**src/hw/rtl/spbu_pkg.sv**
```systemverilog
// ----------------------------------------------------------------------------
// spbu_pkg
// Shared types and constants for the stable pixel background update block.
// ----------------------------------------------------------------------------
`default_nettype none

package spbu_pkg;

   localparam int HISTORY_FRAMES = 12;
   localparam int FRAME_PIXELS   = 262144;   // power of two: index wraps by mask

   localparam int NUM_CH   = 3;
   localparam int CH_W     = 8;
   localparam int INDEX_W  = 18;
   localparam int PIX_AW   = $clog2(FRAME_PIXELS);
   localparam int SLOT_W   = $clog2(HISTORY_FRAMES);
   localparam int CSR_IDX_W = 1;
   localparam int CSR_DATA_W = 8;

   localparam logic [CH_W-1:0] THRESHOLD_RESET = 8'd10;
   localparam logic [CH_W-1:0] BRIGHT_RESET    = 8'd245;

   // register indexes of the configuration port
   localparam logic [CSR_IDX_W-1:0] CSR_CHANGE_THRESHOLD = 1'b0;
   localparam logic [CSR_IDX_W-1:0] CSR_BRIGHT_LEVEL     = 1'b1;

   // channel 0 red, 1 green, 2 blue
   typedef logic [NUM_CH-1:0][CH_W-1:0] pixel_type;
   typedef pixel_type [HISTORY_FRAMES-1:0] hist_type;

   typedef struct packed {
      logic [INDEX_W-1:0] pixel_index;
      pixel_type          rgb;
      logic               frame_end;
   } item_type;

   typedef enum logic {
      ST_IDLE,
      ST_CALC
   } state_type;

endpackage : spbu_pkg

`default_nettype wire

```
**src/hw/rtl/spbu_merge.sv**
```systemverilog
// ----------------------------------------------------------------------------
// spbu_merge
// Per-channel update: insert the new pixel into its history slot and decide
// each output channel from the output image and the full history.
// ----------------------------------------------------------------------------
`default_nettype none

module spbu_merge (
   input  wire  spbu_pkg::pixel_type          new_pix,
   input  wire  spbu_pkg::pixel_type          old_out,
   input  wire  spbu_pkg::hist_type           hist_rd,
   input  wire  logic [spbu_pkg::SLOT_W-1:0]  slot,
   input  wire  logic                         primed,
   input  wire  logic [spbu_pkg::CH_W-1:0]    threshold,
   input  wire  logic [spbu_pkg::CH_W-1:0]    bright,
   output       spbu_pkg::hist_type           hist_wr,
   output       spbu_pkg::pixel_type          out_pix
);
   import spbu_pkg::*;

   function automatic logic [CH_W-1:0] absdiff(logic [CH_W-1:0] a, logic [CH_W-1:0] b);
      absdiff = (a > b) ? (a - b) : (b - a);
   endfunction

   logic [NUM_CH-1:0] hist_ok;

   // Write the new pixel into the current slot, or every slot while unprimed.
   always_comb begin
      for (int z = 0; z < HISTORY_FRAMES; z++) begin
         if (!primed || (SLOT_W'(z) == slot)) begin
            hist_wr[z] = new_pix;
         end else begin
            hist_wr[z] = hist_rd[z];
         end
      end
   end

   always_comb begin
      for (int c = 0; c < NUM_CH; c++) begin
         hist_ok[c] = 1'b1;
         for (int z = 0; z < HISTORY_FRAMES; z++) begin
            if (absdiff(new_pix[c], hist_wr[z][c]) > threshold) begin
               hist_ok[c] = 1'b0;
            end
         end
         if (!primed) begin
            out_pix[c] = new_pix[c];
         end else if (absdiff(old_out[c], new_pix[c]) <= threshold) begin
            out_pix[c] = old_out[c];
         end else if (new_pix[c] >= bright) begin
            out_pix[c] = new_pix[c];
         end else if (hist_ok[c]) begin
            out_pix[c] = new_pix[c];
         end else begin
            out_pix[c] = old_out[c];
         end
      end
   end

endmodule : spbu_merge

`default_nettype wire

```
**config.mk**
```make
export PLATFORM = sky130hd
export DESIGN_NAME = spbu_merge
export DESIGN_NICKNAME = d
export VERILOG_FILES = /design/src/hw/rtl/spbu_pkg.sv /design/src/hw/rtl/spbu_merge.sv
export SDC_FILE = /design/constraint.sdc
export NUM_CORES = 2
export LEC_CHECK = 0
export BUFFER_PORTS_ARGS = -buffer_cell sky130_fd_sc_hd__buf_2
export CAP_MARGIN = 20
export CORE_AREA = 2 2 259 261
export DETAILED_ROUTE_END_ITERATION = 10
export DIE_AREA = 0 0 261 263
export PLACE_DENSITY = 0.89
export SLEW_MARGIN = 25
export SYNTH_ARGS = -nofsm -noshare
export SYNTH_HDL_FRONTEND = slang
export SYNTH_SLANG_ARGS = --single-unit
```
**constraint.sdc**
```tcl
create_clock -name vclk -period 5.4
set_input_delay 0 -clock vclk [all_inputs]
set_output_delay 0 -clock vclk [all_outputs]
set_load 0.01 [all_outputs]
```
==> impl_results.md, run 1 <==
* Total congestion overflow at 22
* Netlist cell types at 69
* I/O pin count at between 600 and 700
* Mean post-synth cell area at a little over 8 µm²
* Cell count after placement at 6515
* Critical endpoint after global-route timing repair: out_pix[7]
* Synthesized cell area at about 0.033 mm²
* Synth top cells by count: ha_1 (915), inv_1 (513), mux2i_1 (414)
* Hold buffer count at CTS at 0
* Most common cell in the netlist: ha_1
* Net count of the mapped netlist at ~5400
* Seq/Total Area, Yosys at 0%
* Die span in x at 261 µm
* Yosys top cell by area: ha_1
* Post-Place Cell Area at around 0.045 mm²
* Die H at 263 µm
* Stop err: [ERROR GRT-0232] Routing congestion too high. Check the congestion heatmap in the GUI.
* Status: aborted with a tool error
* HPWL Detailed at 130 mm
* Gpl congestion at approximately 1.1
* Area contributors post-synth: ha_1 (35%), mux2i_1 (13%), mux2_2 (6.1%)
* IO buf count at about 670
* Failed at: global routing (5_1_grt)
* Initial Utilization at between 50% and 60%
* Ys Warns at 0
* Pin count of the biggest net entering global routing at 27
* Synth top area share at ~35%
* GR Util All Layers at between 60% and 70%
* Row Count at 94
* Mapped Cells at ~4000
* WEP type: output port
==> what timing repair did <==
action	in CTS
pin swaps	37
setup endpoints to repair	24
gates resized for setup	140
setup buffers	64
==> layer usage <==
metal  overflow  track usage, %
met1          0            65.8
met2          9            81.7
met3          0            58.5
met4         13            61.8
met5          0            34.5
==> kinds of logic after synthesis <==
kind of cell             Yosys count  synth area share [%]
buffers and inverters            609                  7.00
XOR/XNOR                         227                  6.00
adder cells (fa/ha/maj)          987                  38.9
multiplexers                     593                  18.6
AO/OA/AOI/OAI                   1016                  19.3
AND/OR/NAND/NOR                  656                  10.1
==> metrics by stage <==
step / setup TNS (ps) / utilization (%) / worst slack, ps
2_1_floorplan: -2.12 / - / -2.12
3_3_place_gp: -12490 / 69.1 / -990
3_5_place_dp: -21400 / 69.1 / -1210
4_1_cts: -9040 / 70.8 / -479
==> run 2, diff against run 1 <==
--- a/config.mk
+++ b/config.mk
@@ -7,10 +7,10 @@
 export LEC_CHECK = 0
 export BUFFER_PORTS_ARGS = -buffer_cell sky130_fd_sc_hd__buf_2
 export CAP_MARGIN = 20
-export CORE_AREA = 2 2 259 261
+export CORE_MARGIN = 2
+export CORE_UTILIZATION = 40
 export DETAILED_ROUTE_END_ITERATION = 10
-export DIE_AREA = 0 0 261 263
-export PLACE_DENSITY = 0.89
+export PLACE_DENSITY_LB_ADDON = 0.15
 export SLEW_MARGIN = 25
 export SYNTH_ARGS = -nofsm -noshare
 export SYNTH_HDL_FRONTEND = slang
==> constraint.sdc (replaced) <==
create_clock -name vclk -period 7
set_input_delay 0 -clock vclk [all_inputs]
set_output_delay 0 -clock vclk [all_outputs]
set_load 0.01 [all_outputs]
==> impl_results.md, run 2 <==
* Hold Vio Cnt, Final at 0
* Setup crit start kind: primary input
* Row Count at 105 (+12%)
* I/O pin count at 669 (unchanged)
* Synth top cells by count: ha_1 (915), inv_1 (513), mux2i_1 (414)
* Synth top area share at 34.6% (unchanged)
* Status: finished, final reports clean
* Register Area at 0 µm²
* Mapped Cells at 4088 (unchanged)
* Max Cap Violations at 0
* Initial Utilization at 40.4% (-10 points)
* Final Util at between 40 and 50%
* Most common cell in the netlist: ha_1
* Vias per cell at around 5.6
* Die span in x at 292 µm (+12%)
* Global-route wire length before repair at 195 mm
* Crit Path Category: in -> out
* Worst setup path startpoint: slot[3]
* Worst hold path class: in -> out
* Clk_buf instances at 0
* DRC at 0
* Pin count of the biggest net entering global routing at 30
* Nets at roughly 6000
* Die H at 292 µm (+11%)
* Most frequent cells in the layout: ha_1 (915), buf_2 (669), inv_1 (506)
* Antenna viol nets, final at 0
* Hold path startpoint: hist_rd[7]
* Worst Max-Slew Pin Slew at 1070 ps
* Initial antenna violation count at 12
* Critical Path AT at roughly 6600 ps
* Post-Place Worst Slack at 287 ps (+1500 ps)
* VDD IR max at between 0.05 and 0.06 mV
* # setup viols final at 0
* Leak Pwr at between 0.02 and 0.025 µW
* DRT Pass-1 Iters at 5
* Most common cell after layout, fill and taps aside: ha_1
* Layout cell share with drive strength beyond 1 at roughly 22%
* Crit path max fanout at 9
* Yosys top cell by area: ha_1
* Area contributors post-synth: ha_1 (35%), mux2i_1 (13%), mux2_2 (6.1%)
* DR iter-0 viols at 1759
* Headroom to the max-slew limit at 28.7%
* Vias in the first global route at 32730
* Die area at between 0.08 and 0.09 mm²
* GR Util All Layers at between 20% and 30%
* Gpl congestion at 0.954 (-9.5%)
* Synthesized cell area at 0.0331 mm² (unchanged)
* IO buf count at 669 (unchanged)
* Total Power at 5050 µW
* Core ar. at around 0.08 mm²
* WP data required at roughly 7000 ps
* Fmax at approximately 150 MHz
* Total Neg Setup Slack at 0 ps
* Final wirelength at between 100 and 150 mm
* FFs & Latches at 0
* Mean post-synth cell area at 8.10 µm² (unchanged)
* Cell Pwr Density at 131 mW/mm²
* Seq/Total Area, Yosys at 0% (unchanged)
* Vias at 32875
* RSZ-0062 raised after global routing: false
* Net count of the mapped netlist at 5432 (unchanged)
* Pins Over Slew Limit at 0
* Ys Warns at 0 (unchanged)
* Netlist cell types at 69 (unchanged)
* Total congestion overflow at 0
* Crit end category: primary output
* Worst setup margin at between 400 and 500 ps
* CP max-delay cell: o21ai_4
* Routed len/inst at 22.3 µm
* Final Cycle Share at ~94%
* Area Overhead vs Synth at 16.8%
* Final min period at ~6600 ps
* HPWL Detailed at 106 mm (-18%)
* Hold buffer count at CTS at 0 (unchanged)
* CP max stage delay at approximately 600 ps
[run 2: final timing paths]
kind / end / slack [ps] / cells past startpoint
setup / recovery: out_pix[2] / 410 / 27
hold / removal: hist_wr[7] / 330 / 4
[run 2: layout make-up]
| class | instances | area [µm²] |
|---|---|---|
| Fill cell | 8346 | 43300 |
| Multi-Input combinational cell | 3479 | 30900 |
| Timing Repair Buffer | 803 | 4470 |
| Inverter | 513 | 1930 |
| Tap cell | 1070 | 1340 |
| Antenna cell | 10 | 25.0 |
[run 2: per-stage QoR]
stage,hold slack (ps),cells,area (µm²)
floorplan,146,4088,33100
global placement,326,5862,38600
detailed placement,330,5862,38600
CTS,331,5862,38600
global route,354,5874,38700
finish,335,5875,38700
[run 2: kinds of logic (layout without fill, tap and decap cells)]
logic type / after synthesis / after routing / share of synthesized area, %
XOR/XNOR: 227 / 227 / 6.00
adder cells (fa/ha/maj): 987 / 987 / 38.9
AO/OA/AOI/OAI: 1016 / 1016 / 19.3
other: 0 / 10 / 0
AND/OR/NAND/NOR: 656 / 656 / 10.1
buffers and inverters: 609 / 1316 / 7.00
multiplexers: 593 / 593 / 18.6
[run 2: power by group]
group	internal [µW]	leakage (µW)	total (µW)	switching [µW]
Combinational	2190	0.0212	5050	2860
Sequential	0	0	0	0
Clock	0.000192	0.0000000634	0.000193	0
[run 2: metal layers]
| metal | GRT usage [%] | up-vias | part of all wire [%] |
|---|---|---|---|
| li1 | - | 16149 | - |
| met3 | 2.33 | 191 | 5.1 |
| met2 | 50.2 | 1028 | 47 |
| met5 | 0 | - | 0.014 |
| met1 | 38.7 | 15503 | 45 |
| met4 | 9.68 | 4 | 3.3 |
[run 2: critical path, delay by kind of cell]
| family | cells | cell delay, ps |
|---|---|---|
| AO/OA/AOI/OAI | 11 | 2740 |
| AND/OR/NAND/NOR | 5 | 1250 |
| buffers and inverters | 5 | 890 |
| multiplexers | 3 | 850 |
| adder cells (fa/ha/maj) | 2 | 670 |
| XOR/XNOR | 1 | 150 |
[run 2: timing repair]
action                                  in CTS  in global routing
endpoints found under the setup margin       0                  8
resized for setup                            0                  1
buffers inserted                             0                  3
Power figures use the tool's default switching activity.
