### config.mk
export PLATFORM = sky130hd
export DESIGN_NAME = spbu_ram
export DESIGN_NICKNAME = d
export VERILOG_FILES = /design/src/hw/rtl/spbu_ram.sv
export SDC_FILE = /design/constraint.sdc
export NUM_CORES = 1
export LEC_CHECK = 0
export BUFFER_PORTS_ARGS = -buffer_cell sky130_fd_sc_hd__buf_2
export CORE_ASPECT_RATIO = 0.5
export CORE_MARGIN = 2
export CORE_UTILIZATION = 55
export CTS_CLUSTER_DIAMETER = 100
export DETAILED_ROUTE_END_ITERATION = 6
export PLACE_DENSITY = 0.74
export SLEW_MARGIN = 25
export SYNTH_ARGS = -nofsm -noshare
export SYNTH_HDL_FRONTEND = slang
export SYNTH_SLANG_ARGS = --single-unit
### constraint.sdc
create_clock -name clock -period 5 [get_ports clock]
set_clock_uncertainty 0.15 [all_clocks]
set_input_delay 1 -clock clock [delete_from_list [all_inputs] [get_ports clock]]
set_output_delay 1 -clock clock [all_outputs]
set_load 0.02 [all_outputs]
### src/hw/rtl/spbu_ram.sv
// ----------------------------------------------------------------------------
// spbu_ram
// Generic simple dual-port RAM: one write port, one registered read port.
// ----------------------------------------------------------------------------
`default_nettype none

module spbu_ram #(
   parameter int WIDTH = 8,
   parameter int DEPTH = 16
) (
   input  wire logic                     clock,
   input  wire logic                     wr_en,
   input  wire logic [$clog2(DEPTH)-1:0] wr_addr,
   input  wire logic [WIDTH-1:0]         wr_data,
   input  wire logic                     rd_en,
   input  wire logic [$clog2(DEPTH)-1:0] rd_addr,
   output      logic [WIDTH-1:0]         rd_data
);

   logic [WIDTH-1:0] mem_ff [DEPTH];
   logic [WIDTH-1:0] rd_data_ff;

   always_ff @(posedge clock) begin
      if (wr_en) begin
         mem_ff[wr_addr] <= wr_data;
      end
      if (rd_en) begin
         rd_data_ff <= mem_ff[rd_addr];
      end
   end

   assign rd_data = rd_data_ff;

endmodule : spbu_ram

`default_nettype wire

==> impl_metrics.csv, run 1 <==
group,metric,value,unit
min_path,whs_endpoint,"rd_data[2]$_DFFE_PP_",
timing,clock.fmax,0.381,GHz
final_layout,final_nets,287,
pwr,p_sw,0.512,mW
final_layout,postLayoutCellArea,5970,um2
global_route,gr-total-overflow,0,
synth,ys.flop_type,"edfxtp_1",
clock_network,clockBufferDepth,2,
timing,finalCritPeriodShare,52.5,%
routing,first_pass_iters,5,
routing,drtIter0Drc,349,
routing,vias,2481,
placed_design,io_buffers,26,
synth,synth_area_leaders,"edfxtp_1 78%, mux4_2 7.8%, mux4_1 7.0%, a22oi_1 2.3%, nor2_1 0.93%",
worst_setup_path,reg2reg_slack,3.20,ns
timing,finalSetupTns,0,ns
placed_design,place_area,5450,um2
synth,synth_top_area_cell,"edfxtp_1",
run_status,status,"finished, final reports clean",
pwr,ir_worst_vdd,0.250,mV
worst_setup_path,worstReg2RegEnd,"rd_data[7]$_DFFE_PP_",
pwr,internal_power,2.00,mW
worst_setup_path,criticalPathCategory,"input port to flip-flop",
global_route,track_usage,22.2,%
worst_setup_path,arrival,2.61,ns
floorplanning,fp.dieW,142,um
timing,worst_pin_slew,0.914,ns
global_route,grt_pass1_vias,2512,
final_layout,instances_no_fill,401,
synth,synth-edff-count,136,
worst_setup_path,reg2reg_depth,3,
pwr,seq_power_share,51.6,%
synth,synth_seq_cells,136,
pwr,power.static_leakage,1.99,nW
synth,synthesis.nets,248,
routing,remaining_drc_errors,0,
synth,syn_area,5230,um2
pwr,comb_power_share,4.7,%
placed_design,post-dp-hpwl,6280,um
floorplanning,placementRows,25,
clock_network,cts_resized,0,
routing,post_drt_wl_per_cell,25.8,um
final_layout,diodes,0,
floorplanning,io_pins,27,
clock_network,cts.sink_count,136,
min_path,whs_path_depth,3,
synth,synthArstFlopShare,0,%
floorplanning,start_util,55.9,%
synth,synth_common_cells,"136 x edfxtp_1, 18 x mux4_2, 16 x a22oi_1",
pwr,power_frac_clock,43.7,%
synth,ys.warnings.count,0,
clock_network,clk_pin_slew,0.05,ns
min_path,hp-class,"flip-flop to flip-flop",
worst_setup_path,r2r-start,"mem_ff[11][7]$_DFFE_PP_",
synth,post-synth-top-count-cell,"edfxtp_1",
clock_network,clock_latency,0.41,ns
timing,slew_headroom,38.8,%
synth,syn_inst,229,
floorplanning,die_y,72.9,um
worst_setup_path,worst-path-max-fanout,32,
global_route,grt_pass1_wl,15400,um
final_layout,drive_above_1_share,26.8,%
routing,drtAntennaViolNets,0,
routing,via_per_inst,6.19,
clock_network,cts_tree,"built",
pwr,powerDensity,420,nW/um2
worst_setup_path,start_kind,"input port",
routing,routed_wl,10300,um
clock_network,ctsHtreeMaxLevel,4,
synth,seq_area_frac_synth,78.1,%
min_path,min-delay-start,"mem_ff[12][2]$_DFFE_PP_",
timing,whs,0.603,ns
synth,syn_area_per_cell,22.8,um2
clock_network,root_buffer,"clkbuf_16",
global_route,grt_max_degree,33,
synth,yosysUniqueCellTypes,18,
pwr,total_power,2.51,mW
timing,finalHoldViolations,0,
clock_network,cts_setup_buffers,0,
placed_design,dpl.cell_count,370,
pwr,swShare,20.4,%
clock_network,cts.hold.buffers_added,0,
floorplanning,coreArea,9350,um2
synth,synth_top_area_share,78.1,%
clock_network,numCtsBuffers,17,
floorplanning,die_area,10300,um2
run,cap_viol_max_count,0,
timing,setup_viol,0,
timing,period_needed,2.63,ns
global_route,antenna_found_initial,0,
placed_design,gp_congestion,0.761,
timing,maxSlewViolCount,0,
final_layout,synthToLayoutAreaGrowth,14.3,%
timing,rsz0062_at_grt,"false",
worst_setup_path,endpoint_kind,"flip-flop",
worst_setup_path,crit_required,4.98,ns
-- worst max-delay path by stage --
stage,startpoint,cells past startpoint,to,slack [ns]
finish,rd_addr[0],4,rd_data[7]$_DFFE_PP_,2.37
global route,rd_addr[0],4,rd_data[2]$_DFFE_PP_,2.29
CTS,rd_addr[0],4,rd_data[7]$_DFFE_PP_,2.02
detailed placement,rd_addr[0],4,rd_data[7]$_DFFE_PP_,1.62
global placement,rd_addr[0],4,rd_data[2]$_DFFE_PP_,1.62
floorplan,wr_addr[2],2,mem_ff[0][0]$_DFFE_PP_,2.36
-- cells in the final DEF (no fill, tap or decap), drive strengths merged --
master  netlist  final
a22oi        16     16
and2          1      1
and2b         1      1
buf           7     30
bufinv        0      1
clkbuf        0     18
clkinv        0     12
edfxtp      136    136
mux4         32     32
nand2         9      9
nand2b        2      2
nand3         1      1
nand3b        2      2
nor2         13     13
nor2b         1      1
nor3          4      4
or3b          1      1
-- per-layer routing --
metal	up-vias	track usage (%)	routed length, um	part of all wire, %
met2	107	33.0	4830	47
li1	1058	-	-	-
met4	0	7.33	95	0.92
met3	11	6.50	661	6.4
met1	1305	32.6	4740	46
met5	-	0	0	0
-- layout make-up --
type / count / area [um2]
sequential: 136 / 4080
fill: 579 / 3380
multi-input combinational: 83 / 1060
clock buffer: 18 / 429
timing repair buffer: 30 / 163
tap: 121 / 151
clock inverter: 13 / 88.8
-- cells by family (layout without fill, tap and decap cells) --
family / count (synthesis) / after routing / share of synthesized area (%)
AO/OA/AOI/OAI: 16 / 16 / 2.30
buffers and inverters: 10 / 61 / 1.65
flip-flops: 136 / 136 / 78.1
multiplexers: 32 / 32 / 14.8
AND/OR/NAND/NOR: 35 / 35 / 3.14
-- state kept, by name, summed over array words and instances (netlist names) --
name,count
rd_data,8
mem_ff,128
-- critical path, cell delays in order --
cell     delay, ns
buf_4         0.48
mux4_2        0.59
a22oi_1       0.40
nand2_1       0.12
-- stage by stage --
step / util [%] / worst slack [ns]
2_1_floorplan: - / 2.36
4_1_cts: 63.8 / 2.02
3_5_place_dp: 58.3 / 1.62
5_1_grt: 63.9 / 2.29
3_3_place_gp: 58.3 / 1.62
6_report: 63.9 / 2.37
-- power by group through the flow --
| stage | Sequential (mW) | Clock, mW | Combinational (mW) |
|---|---|---|---|
| 5_1_grt | 1.29 | 1.16 | 0.128 |
| 4_1_cts | 1.29 | 1.11 | 0.119 |
| 3_3_place_gp | 1.32 | 0 | 0.113 |
| 2_1_floorplan | 1.32 | 0 | 0.0648 |
| 6_report | 1.29 | 1.10 | 0.119 |
| 3_5_place_dp | 1.32 | 0 | 0.118 |
Note: power is estimated with default switching activity, not from simulation.
==> run 2: changes to the inputs <==
ABC_AREA = 1   (was unset)
clock period = 2.6 ns   (was 5 ns; I/O delays follow)
==> run 2 against run 1 <==
  * Sequential cell count unchanged
  * Via count increased by 59%
  * Register-to-register slack got worse by 2.0 ns
  * Sequential power increased by 93%
  * Clock power increased by 110%
  * Final area increased by 11%
  * Setup slack got worse by 1.5 ns
  * Total power increased by 100%
  * Non-clock buffer count increased by 7
  * Highest routed layer unchanged
==> impl_metrics.csv, run 2 <==
group,metric,value,unit
floorplanning,fp.dieW,150,um
routing,drtAntennaViolNets,0,
global_route,grt_busiest_layer,"met2",
synth,syn_area_per_cell,10.6,um2
global_route,gr-total-overflow,0,
clock_network,cts.sink_count,136,
min_path,hp-class,"input port to flip-flop",
synth,syn_inst,551,
run_status,status,"finished, final reports clean",
worst_setup_path,path_delay_family,"buffers and inverters",
final_layout,drive_above_1_share,10.9,%
worst_setup_path,crit_required,2.62,ns
routing,first_pass_iters,5,
synth,synth_common_cells,"173 x nand2_1, 136 x edfxtp_1, 100 x inv_1",
placed_design,gp_congestion,0.865,
worst_setup_path,crit_buf_inv,2,
global_route,use_met1,35.5,%
clock_network,clock_latency,0.41,ns
floorplanning,coreArea,10300,um2
routing,vias,3951,
global_route,met2_usage,37.6,%
synth,seq_area_frac_synth,69.8,%
run,cap_viol_max_count,0,
timing,finalSetupTns,0,ns
clock_network,cts_setup_buffers,0,
pwr,ir_worst_vdd,0.501,mV
routing,via_per_inst,5.38,
global_route,grt_pass1_vias,3857,
synth,ys.warnings.count,0,
floorplanning,die_area,11500,um2
floorplanning,start_util,56.9,%
timing,finalCritPeriodShare,68.2,%
global_route,grtUsageMet3,7.20,%
synth,post-synth-top-count-cell,"nand2_1",
synth,synthesis.nets,570,
routing,routed_wl,13500,um
placed_design,io_buffers,26,
floorplanning,die_y,76.9,um
placed_design,dp_slack,0.450,ns
final_layout,diodes,0,
global_route,grt_max_degree,65,
final_layout,final_nets,602,
timing,rsz0062_at_grt,"false",
placed_design,place_area,6080,um2
routing,remaining_drc_errors,0,
worst_setup_path,arrival,1.79,ns
final_layout,instances_no_fill,735,
pwr,power.static_leakage,2.87,nW
synth,synth_top_area_share,69.8,%
timing,worst_pin_slew,0.845,ns
timing,finalHoldViolations,0,
worst_setup_path,criticalPathCategory,"input port to flip-flop",
clock_network,cts.hold.buffers_added,0,
routing,drtIter0Drc,465,
synth,synth_seq_cells,136,
worst_setup_path,r2r-start,"mem_ff[5][5]$_DFFE_PP_",
clock_network,numCtsBuffers,17,
timing,clock.fmax,0.564,GHz
final_layout,largest_register_ffs,128,
worst_setup_path,cp_slowest_cell,"buf_4",
timing,setup_viol,0,
global_route,track_usage,25.3,%
pwr,total_power,5.14,mW
final_layout,final_core_util,64.7,%
clock_network,clk_pin_slew,0.06,ns
synth,synthArstFlopShare,0,%
global_route,grt_pass1_wl,20900,um
worst_setup_path,path_cells,"buf_2 > buf_4 > nand2_1 > nand3_1 > nand3_1 > nand3_1 > nand2_1",
final_layout,final_common_cell,"nand2_1",
placed_design,post-dp-hpwl,8240,um
worst_setup_path,max_stage_delay,0.53,ns
timing,slew_headroom,43.5,%
routing,post_drt_wl_per_cell,18.3,um
global_route,antenna_found_initial,0,
clock_network,root_buffer,"clkbuf_16",
final_layout,postLayoutCellArea,6650,um2
worst_setup_path,start_kind,"input port",
final_layout,max_flop_register,"mem_ff",
worst_setup_path,crit_start,"rd_addr[0]",
clock_network,cts_tree,"built",
pwr,powerDensity,773,nW/um2
timing,period_needed,1.77,ns
synth,synth-edff-count,136,
final_layout,mostFrequentLayoutCells,"173 x nand2_1, 136 x edfxtp_1, 100 x inv_1, 97 x nand3_1, 26 x buf_2",
clock_network,ctsHtreeMaxLevel,4,
clock_network,cts_resized,0,
timing,whs,0.324,ns
placed_design,dpl.cell_count,704,
timing,setup_ws,0.826,ns
floorplanning,io_pins,27,
synth,yosysUniqueCellTypes,11,
clock_network,clockBufferDepth,2,
synth,ys.flop_type,"edfxtp_1",
floorplanning,placementRows,26,
synth,synth_area_leaders,"edfxtp_1 70%, nand2_1 11%, nand3_1 8.3%, inv_1 6.4%, buf_6 1.2%",
worst_setup_path,worst-path-max-fanout,64,
synth,syn_area,5850,um2
timing,maxSlewViolCount,0,
worst_setup_path,cpMostUsedCell,"nand3_1",
min_path,min-delay-start,"rd_en",
final_layout,synthToLayoutAreaGrowth,13.7,%
synth,synth_top_area_cell,"edfxtp_1",
worst_setup_path,endpoint_kind,"flip-flop",
==> run 2: cell types whose count changed in the layout (fill, tap and decap cells not counted), moves of 4 or more <==
cell     previous run  this run
a22oi_1            16         0
buf_4               5        10
inv_1               0       100
mux4_1             14         0
mux4_2             18         0
nand2_1             9       173
nand3_1             1        97
nor2_1             13        17
nor3_1              4         0
==> run 2: cell type report <==
| cell class | instances | area (um2) |
|---|---|---|
| flip-flops and latches | 136 | 4080 |
| inverters | 102 | 383 |
| multi-input cells | 289 | 1210 |
| fillers | 791 | 3630 |
| repair buffers | 37 | 225 |
| clock inverters | 11 | 131 |
| clock buffers | 20 | 437 |
| well taps | 140 | 175 |
==> run 2: per-layer routing <==
layer / up-vias / part of all wire (%)
li1: 1846 / -
met1: 1852 / 42
met2: 228 / 45
met3: 25 / 10
met4: 0 / 2.2
met5: - / 0
==> run 2: worst register-to-register path, stage by stage, from the launching register on <==
cell and delay [ns]:
edfxtp_1 0.37, inv_1 0.07, nand2_1 0.05, nand3_1 0.13, nand3_1 0.12, nand3_1 0.14, nand2_1 0.07
==> run 2: logic make-up after synthesis <==
family	share of synthesized area, %
flip-flops	69.8
AND/OR/NAND/NOR	20.8
buffers and inverters	9.39
==> run 2: power breakdown <==
| part | leakage [nW] | switching [mW] | internal (mW) |
|---|---|---|---|
| clock | 0.282 | 0.853 | 1.49 |
| sequential | 1.24 | 0.0151 | 2.47 |
| combinational | 1.36 | 0.229 | 0.0813 |
==> run 2: final timing paths <==
check             slack [ns]                    to  depth (start not counted)
setup / recovery        0.83  rd_data[5]$_DFFE_PP_                          7
hold / removal          0.32  rd_data[7]$_DFFE_PP_                          1
setup reg to reg        1.24  rd_data[5]$_DFFE_PP_                          6
hold reg to reg         0.64  rd_data[6]$_DFFE_PP_                          6
